File: config.mk
export PLATFORM = sky130hd
export DESIGN_NAME = gmf_median9
export DESIGN_NICKNAME = d
export VERILOG_FILES = /design/src/rtl/gmf_pkg.sv /design/src/rtl/gmf_median9.sv
export SDC_FILE = /design/constraint.sdc
export NUM_CORES = 1
export LEC_CHECK = 0
export BUFFER_PORTS_ARGS = -buffer_cell sky130_fd_sc_hd__buf_2
export CORE_MARGIN = 8
export CORE_UTILIZATION = 63
export DETAILED_ROUTE_END_ITERATION = 12
export PLACE_DENSITY_LB_ADDON = 0.12
export SLEW_MARGIN = 5
export SYNTH_ARGS = -nofsm -noshare
export SYNTH_HDL_FRONTEND = slang
export SYNTH_SLANG_ARGS = --single-unit
File: constraint.sdc
create_clock -name vclk -period 21.1
set_input_delay 2.11 -clock vclk [all_inputs]
set_output_delay 2.11 -clock vclk [all_outputs]
set_load 0.05 [all_outputs]
File: src/rtl/gmf_pkg.sv
// gmf_pkg: shared types, constants and helper functions of the gray median filter
// used by gmf_line_store, gmf_median9 and gray_median3x3_filter_unit; no dependencies
`default_nettype none

package gmf_pkg;

  localparam int MAX_WIDTH = 1024;
  localparam int COL_W     = $clog2(MAX_WIDTH);
  localparam int WIDTH_W   = 11;
  localparam int HEIGHT_W  = 12;
  localparam int CFG_W     = 12;
  localparam int PIX_W     = 8;

  // luma weights 0.3 / 0.59 / 0.11 in unsigned q0.8
  localparam int GRAY_COEF_R = 77;
  localparam int GRAY_COEF_G = 151;
  localparam int GRAY_COEF_B = 28;

  localparam logic [WIDTH_W-1:0]  WIDTH_MIN   = WIDTH_W'(3);
  localparam logic [WIDTH_W-1:0]  WIDTH_MAX   = WIDTH_W'(MAX_WIDTH);
  localparam logic [WIDTH_W-1:0]  WIDTH_RST   = WIDTH_W'(640);
  localparam logic [HEIGHT_W-1:0] HEIGHT_MIN  = HEIGHT_W'(3);
  localparam logic [HEIGHT_W-1:0] HEIGHT_RST  = HEIGHT_W'(480);

  typedef logic [PIX_W-1:0] pix_t;
  typedef logic [COL_W-1:0] col_t;
  typedef logic [3:0]       win_idx_t;

  typedef enum logic [0:0] {
    OP_PIXEL = 1'b0,
    OP_FLUSH = 1'b1
  } op_t;

  typedef enum logic [0:0] {
    CFG_IMAGE_WIDTH  = 1'b0,
    CFG_IMAGE_HEIGHT = 1'b1
  } cfg_idx_t;

  // compare-exchange pairs of the 19-element median-of-nine network
  localparam int MED_STEPS = 19;
  localparam win_idx_t MED_LO [MED_STEPS] = '{
    4'd1, 4'd4, 4'd7, 4'd0, 4'd3, 4'd6, 4'd1, 4'd4, 4'd7, 4'd0,
    4'd5, 4'd4, 4'd3, 4'd1, 4'd2, 4'd4, 4'd4, 4'd6, 4'd4
  };
  localparam win_idx_t MED_HI [MED_STEPS] = '{
    4'd2, 4'd5, 4'd8, 4'd1, 4'd4, 4'd7, 4'd2, 4'd5, 4'd8, 4'd3,
    4'd8, 4'd7, 4'd6, 4'd4, 4'd5, 4'd7, 4'd2, 4'd4, 4'd2
  };

  function automatic pix_t gray_of(input pix_t r, input pix_t g, input pix_t b);
    logic [15:0] sum;
    sum = 16'(r) * 16'(GRAY_COEF_R) + 16'(g) * 16'(GRAY_COEF_G)
        + 16'(b) * 16'(GRAY_COEF_B);
    return sum[15:8];
  endfunction

endpackage

`default_nettype wire

File: src/rtl/gmf_median9.sv
// gmf_median9: median of a 3x3 window by a fixed compare-exchange network
// depends on gmf_pkg for the pixel type and the network's pair tables
`default_nettype none

module gmf_median9
  import gmf_pkg::*;
(
  input  pix_t win [9],
  output pix_t median
);

  pix_t p [9];

  always_comb begin
    pix_t lo;
    pix_t hi;
    p = win;
    for (int k = 0; k < MED_STEPS; k++) begin
      lo = p[MED_LO[k]];
      hi = p[MED_HI[k]];
      if (lo > hi) begin
        p[MED_LO[k]] = hi;
        p[MED_HI[k]] = lo;
      end
    end
  end

  assign median = p[4];

endmodule

`default_nettype wire

* Yosys cells after proc, flatten, opt, wreduce, memory -nomap -nowiden
Index checks and enable logic that the tools add are counted.
** Storage, ports and cells
- Register bits :: 0
- Input bits :: 72
- Output and inout port bits :: 8
** Operators by class
- Order comparisons :: 19
- Muxes and demuxes :: 21
** Operator list (number)
- 8-bit > comparator :: 19
- 16-bit 2-to-1 mux :: 9
- 8-bit 2-to-1 mux :: 12

* Longest topological paths before layout
Gate-level depths: netlist of the first run.
- Word-level depth :: 18
- Gate-level depth with buffers :: 100
- Depth with buffers taken out :: 91

* Least setup slack after synthesis of the first run
Ideal clock, no wire load.
- Path type :: input -> output
- Start :: in win[7] (netlist name)
- End :: out median[0]
- Arrival :: 18.185 ns
- Slack :: 0.805 ns
- Stages :: 87
- Buffers on the path :: 9
- Path through :: inv_1 -> ha_1 -> nand4_1 -> nor2_1 -> nor2_1 -> nor2_2 -> clkbuf_1 -> a21oi_1 -> ha_1 -> nand4_1 -> o21ai_0 -> o221ai_1 -> o21a_1 -> buf_6 -> clkbuf_1 -> o21ai_0 -> inv_1 -> ha_1 -> [... 51 more ...] -> nand4_1 -> a211o_1 -> o41ai_1 -> a21oi_2 -> nor2_8 -> buf_2 -> o21ai_1 -> ha_1 -> o21a_1 -> o21ai_0 -> nand2b_1 -> a21oi_1 -> o21ai_0 -> o21a_1 -> nand2_1 -> inv_1 -> o2bb2ai_1 -> nor4_1
** Between the ends
- Word-level cells in the longest chain between the ends :: 18
- Elaborated cells on any way between the ends :: 26
- Those cells by class :: order compare: 12; mux: 14
** Ends and longest elaborated chain
- from (decl) :: line gmf_median9.sv:8 : input pix_t win [9],
- 8-bit > comparator :: line gmf_median9.sv:21 : if (lo > hi) begin
- 16-bit 2-to-1 mux * :: line gmf_median9.sv:21
- 8-bit > comparator :: line gmf_median9.sv:21
- 16-bit 2-to-1 mux :: line gmf_median9.sv:21
- 8-bit > comparator :: line gmf_median9.sv:21
- 16-bit 2-to-1 mux :: line gmf_median9.sv:21
- 8-bit > comparator :: line gmf_median9.sv:21
- 8-bit 2-to-1 mux :: line gmf_median9.sv:21
- [... 2 more ...]
- 8-bit > comparator :: line gmf_median9.sv:21
- 8-bit 2-to-1 mux :: line gmf_median9.sv:21
- 8-bit > comparator :: line gmf_median9.sv:21
- 8-bit 2-to-1 mux :: line gmf_median9.sv:21
- 8-bit > comparator :: line gmf_median9.sv:21
- 8-bit 2-to-1 mux :: line gmf_median9.sv:21
- 8-bit > comparator :: line gmf_median9.sv:21
- 8-bit 2-to-1 mux * :: line gmf_median9.sv:21
- to (decl) :: line gmf_median9.sv:9 : output pix_t median
Every way passes the cells marked *; elsewhere a longest branch is shown, timed or not.

* Worst setup path after layout of the first run
- Start :: in win[25] (netlist name)
- End :: out median[7]
Same word-level chain as after synthesis.

==> impl_metrics.json, run 1 <==
{
  "totalWireLength_mm": 20.1,
  "fin_util_pct": 70.9,
  "finalSetupViolCount": 0,
  "vias": 7751,
  "path_class": "input port to primary output",
  "antenna_left": 0,
  "io_buffers": 80,
  "dr.pass1.iters": 5,
  "core_um2": 10800,
  "post-dp-hpwl_mm": 16.8,
  "drive_above_1_share_pct": 16.0,
  "path_common_cell": "o21ai_0",
  "finalHoldViolCount": 0,
  "nets": 1318,
  "vias_per_cell": 6.27,
  "gp_congestion": 0.985,
  "dieArea_um2": 14600,
  "dp_cells": 1225,
  "syn_avg_cell_area_um2": 6.74,
  "required_ps": 18990,
  "cp_slowest_cell": "or4_1",
  "io_pins": 80,
  "area_growth_pct": 10.6,
  "slew_viol_final": 0,
  "tightest_slew_ps": 1030,
  "cts-hold-fix-buffers": 0,
  "die_x_um": 121,
  "grt_pass1_wl_mm": 31.8,
  "synth_top_area_share_pct": 26.6,
  "yosysTopAreaCell": "ha_1",
  "antenna_found_initial": 0,
  "stdcell_count": 1237,
  "wl_per_cell_um": 16.3,
  "num_antenna_cells": 0,
  "setup_tns_ps": 0,
  "grt_pass1_vias": 6962,
  "postSynthCellCount": 1026,
  "worstHoldPathType": "input port to primary output",
  "cp_max_fo": 14,
  "n_sequential_cell": 0,
  "clockBufferCount": 0,
  "cp_slowest_stage_delay_ps": 600,
  "fin_crit_sh_pct": 95.8,
  "outcome": "finished clean",
  "worst_setup_path_end_kind": "primary output",
  "period_needed_ps": 20210,
  "grt_max_degree": 33,
  "overflow": 0,
  "fmax_mhz": 49.5,
  "core.rowCount": 38,
  "start_util_pct": 64.1,
  "dr.first_iter.drc_count": 660,
  "route.detailed.drc": 0,
  "syn_nets": 1245,
  "regArea_um2": 0,
  "relSlewSlack_pct": 31.1,
  "layout_commonest_cell": "ha_1",
  "yosys_warnings": 0,
  "synth_area_um2": 6910,
  "startpoint_type": "input port",
  "cap_violations": 0,
  "ys_top_cells_by_area": "ha_1, a21oi_1, mux2i_1, o21ai_0, nand2_1",
  "grt_usage_pct": 25.6,
  "cp.arrival_ps": 18100,
  "worst_hold_slack_ps": 5180,
  "ys_seq_area_share_pct": 0,
  "synth_cell_types": 67,
  "fp.dieH_um": 121,
  "layout_common_cells": "ha_1, a21oi_1, nand2_1"
}
-- metal layers --
layer  wire [um]  track usage, %
met5           0               0
met4         630            6.32
met3        1510            1.91
met2        9030            43.9
met1        8940            33.8
-- Yosys cell counts, types with 10 or more instances --
cell	number
a21o_1	31
a21oi_1	117
and3_1	12
clkbuf_1	27
ha_1	147
inv_1	88
mux2_2	26
mux2i_1	53
nand2_1	95
nand2b_1	17
nand3_1	32
nand4_1	14
nor2_1	93
nor2b_1	14
nor3_1	13
o21a_1	33
o21ai_0	95
or3_1	10
-- cell families (layout without fill, tap and decap cells) --
family | after synthesis | count (layout) | share of synthesized area (%)
xor+xnor | 2 | 2 | 0.253
compound gates | 343 | 344 | 31.0
fa+ha+maj | 147 | 147 | 26.6
buf+inv | 124 | 194 | 7.08
simple gates | 329 | 329 | 22.8
mux | 81 | 81 | 12.3
-- metrics by stage --
step / worst slack (ps) / instance area [um2]
2_1_floorplan: 805 / 6910
3_3_place_gp: 593 / 7450
3_5_place_dp: 313 / 7450
4_1_cts: 293 / 7450
5_1_grt: -83.6 / 7650
6_report: 888 / 7650
-- path summary, 6_finish.rpt --
| kind | startpoint | end | cells past startpoint |
|---|---|---|---|
| setup / recovery | win[25] | median[7] | 86 |
| hold / removal | win[20] | median[4] | 5 |
-- worst max-delay path: cells and delay by family --
kind,cells,cell delay (ps)
mux,3,730
buf+inv,9,1290
simple gates,31,5360
fa+ha+maj,9,2700
compound gates,34,5910
-- what timing repair did --
action                                  in CTS  in global routing
endpoints found under the setup margin       0                  8
gates resized for setup                      0                 37
setup buffers                                0                 11
-- final cells by class --
| class | count | area, um2 |
|---|---|---|
| multi-input cells | 903 | 6530 |
| well taps | 140 | 175 |
| inverters | 88 | 330 |
| repair buffers | 106 | 611 |
| fillers | 982 | 3140 |
Power of run 1 is not shown: default switching activity piles up to over one toggle a cycle in this logic, so the estimate is an artifact.
==> run 2, diff against run 1 <==
- CORE_UTILIZATION: 63 -> 68
- clock period: 21.1 -> 24 ns (I/O delays scaled with it)
==> impl_metrics.json, run 2 (synthesis results as in run 1) <==
{
  "worst_hold_slack_ps": 5770,
  "route.detailed.drc": 0,
  "wl_per_cell_um": 16.1,
  "layout_commonest_cell": "ha_1",
  "num_antenna_cells": 0,
  "path_common_cell": "o21ai_0",
  "fmax_mhz": 45.8,
  "start_util_pct": 68.5,
  "dr.first_iter.drc_count": 622,
  "relSlewSlack_pct": 27.6,
  "outcome": "finished clean",
  "holdPathStages": 5,
  "grt_pass1_wl_mm": 32.2,
  "dieArea_um2": 13600,
  "totalWireLength_mm": 19.5,
  "overflow": 0,
  "rsz0062_at_grt": "no",
  "nets": 1297,
  "vias_per_cell": 6.22,
  "tightest_slew_ps": 1090,
  "finalSetupViolCount": 0,
  "dr.pass1.iters": 5,
  "finalHoldViolCount": 0,
  "vias": 7544,
  "cp_max_fo": 27,
  "cp_slowest_cell": "a21oi_1",
  "core.rowCount": 37,
  "antenna_left": 0,
  "io_pins": 80,
  "worstHoldPathType": "input port to primary output",
  "grt_usage_pct": 28.5,
  "startpoint_type": "input port",
  "hp-start": "win[22]",
  "fin_crit_sh_pct": 91.0,
  "postCtsResizedCells": 0,
  "cp.arrival_ps": 19440,
  "critPathTopFamily": "compound AO/OA/AOI/OAI gates",
  "n_sequential_cell": 0,
  "layout_common_cells": "ha_1, a21oi_1, nand2_1",
  "postCtsSetupBuffers": 0,
  "worst_setup_path_end_kind": "primary output",
  "min_to": "median[6]",
  "area_growth_pct": 6.72,
  "path_class": "input port to primary output",
  "regArea_um2": 0,
  "cp_slowest_stage_delay_ps": 850,
  "path_buf_inv": 5,
  "die_x_um": 117,
  "drive_above_1_share_pct": 12.7,
  "gp_congestion": 0.987,
  "required_ps": 21600,
  "fp.dieH_um": 117,
  "grt_max_degree": 33,
  "setup_tns_ps": 0,
  "cap_violations": 0,
  "post-dp-hpwl_mm": 16.8,
  "io_buffers": 80,
  "period_needed_ps": 21840,
  "grt_pass1_vias": 7042,
  "core_um2": 10100,
  "clockBufferCount": 0,
  "antenna_found_initial": 0,
  "slew_viol_final": 0,
  "cts-hold-fix-buffers": 0
}
## run 2: cell types whose count changed in the layout (fill, tap and decap cells not counted), moves of 3 or more
cell	change
buf_4	-19
o21ai_0	+9
o21ai_2	-5
o21ai_1	-4
nor2_4	-3
## run 2: how the worst max path moves through the flow
stage,cells after the start,endpoint,startpoint
floorplan,87,median[0],win[7]
global placement,83,median[3],win[1]
detailed placement,81,median[3],win[1]
CTS,83,median[3],win[7]
global route,84,median[3],win[7]
finish,83,median[3],win[1]
## run 2: layout make-up
type / instances / area, um2
fillers: 924 / 2720
inverters: 88 / 330
multi-input cells: 902 / 6430
well taps: 136 / 170
repair buffers: 86 / 445
## run 2: tightest hold or removal path: stages
cell and delay (ps):
buf_2 120, a21oi_1 180, o21ai_0 200, o211a_1 270, buf_2 200
## run 2: through the flow
stage	util [%]	setup WS (ps)	area, um2	cells
floorplan	-	3130	6910	1026
global placement	73.1	2800	7380	1212
detailed placement	73.1	2520	7380	1212
CTS	73.1	2450	7380	1212
global route	73.1	573	7380	1212
finish	73.1	2160	7380	1212
## run 2: layer usage
layer  wire (um)  global-route usage [%]
met1        8810                    36.9
met2        8680                    48.5
met3        1280                    2.51
met4         705                    9.56
met5           0                       0
Power of run 2 is left out for the same reason.
==> run 3, diff against run 2 <==
- CORE_UTILIZATION: 68 -> 50
==> impl_metrics.json, run 3 (synthesis results as in run 1) <==
{
  "die_x_um": 134,
  "required_ps": 21600,
  "fin_util_pct": 54.2,
  "setup_tns_ps": 0,
  "tightest_slew_ps": 1140,
  "layout_commonest_cell": "ha_1",
  "holdPathStages": 5,
  "period_needed_ps": 22090,
  "path_common_cell": "o21ai_0",
  "fmax_mhz": 45.3,
  "vias_per_cell": 5.82,
  "core.rowCount": 43,
  "dieArea_um2": 17800,
  "n_sequential_cell": 0,
  "core_um2": 13700,
  "nFillCells": 1471,
  "dp_slack_ps": 2200,
  "grt_max_degree": 33,
  "route.detailed.drc": 0,
  "cap_violations": 0,
  "cp_max_fo": 27,
  "path_class": "input port to primary output",
  "worstHoldPathType": "input port to primary output",
  "relSlewSlack_pct": 24.0,
  "antenna_left": 0,
  "slew_viol_final": 0,
  "postCtsResizedCells": 0,
  "worst_setup_path_end_kind": "primary output",
  "nets": 1297,
  "rsz0062_at_grt": "no",
  "post-dp-hpwl_mm": 17.3,
  "finalSetupViolCount": 0,
  "grt_usage_pct": 21.4,
  "startpoint_type": "input port",
  "fp.dieH_um": 134,
  "grt_pass1_wl_mm": 32.5,
  "layout_common_cells": "ha_1, a21oi_1, nand2_1",
  "finalHoldViolCount": 0,
  "start_util_pct": 50.4,
  "dr.pass1.iters": 8,
  "setup_ws_ps": 1910,
  "drive_above_1_share_pct": 12.7,
  "totalWireLength_mm": 19.9,
  "cp_slowest_stage_delay_ps": 890,
  "grt_pass1_vias": 6734,
  "cp_slowest_cell": "a21oi_1",
  "io_pins": 80,
  "dr.first_iter.drc_count": 450,
  "vias": 7304,
  "multiInputGateArea_um2": 6430,
  "io_buffers": 80,
  "wl_per_cell_um": 15.9,
  "fin_crit_sh_pct": 92.0,
  "outcome": "finished clean",
  "area_growth_pct": 7.51,
  "gp_congestion": 0.975,
  "antenna_found_initial": 0,
  "num_antenna_cells": 0,
  "cp.arrival_ps": 19690,
  "clockBufferCount": 0,
  "worst_hold_slack_ps": 5770,
  "regArea_um2": 0,
  "postCtsSetupBuffers": 0,
  "cts-hold-fix-buffers": 0,
  "overflow": 0
}
-- run 3: cell counts in the layout (fill, tap and decap cells not counted) --
No cell type changed its count.
-- run 3: per-stage QoR --
| stage | instance area (um2) | std cells |
|---|---|---|
| 6_report | 7430 | 1256 |
| 5_1_grt | 7430 | 1256 |
| 4_1_cts | 7430 | 1256 |
| 3_5_place_dp | 7430 | 1256 |
| 3_3_place_gp | 7430 | 1256 |
| 2_1_floorplan | 6910 | 1026 |
-- run 3: area by class of cell --
type	count	share of cell area [%]
inverter	88	4.44
timing repair buffer	86	5.99
multi-input combinational	902	86.5
tap	180	3.03
-- run 3: worst paths after layout --
kind / startpoint / endpoint / slack, ps
worst min-delay path: win[19] / median[3] / 5770
worst max-delay path: win[1] / median[3] / 1910
-- run 3: layer usage --
| metal | GRT usage (%) | up-vias | share of wire, % |
|---|---|---|---|
| met3 | 1.92 | 22 | 5.2 |
| li1 | - | 3849 | - |
| met2 | 35.2 | 194 | 44 |
| met1 | 29.5 | 3239 | 49 |
| met4 | 4.30 | 0 | 2.0 |
| met5 | 0 | - | 0 |
-- run 3: critical path, delay by kind of cell --
kind / cells / cell delay, ps
compound gates: 39 / 7900
simple gates: 25 / 4660
fa+ha+maj: 9 / 2590
mux: 4 / 1650
buf+inv: 4 / 480
Power of run 3 is left out for the same reason.
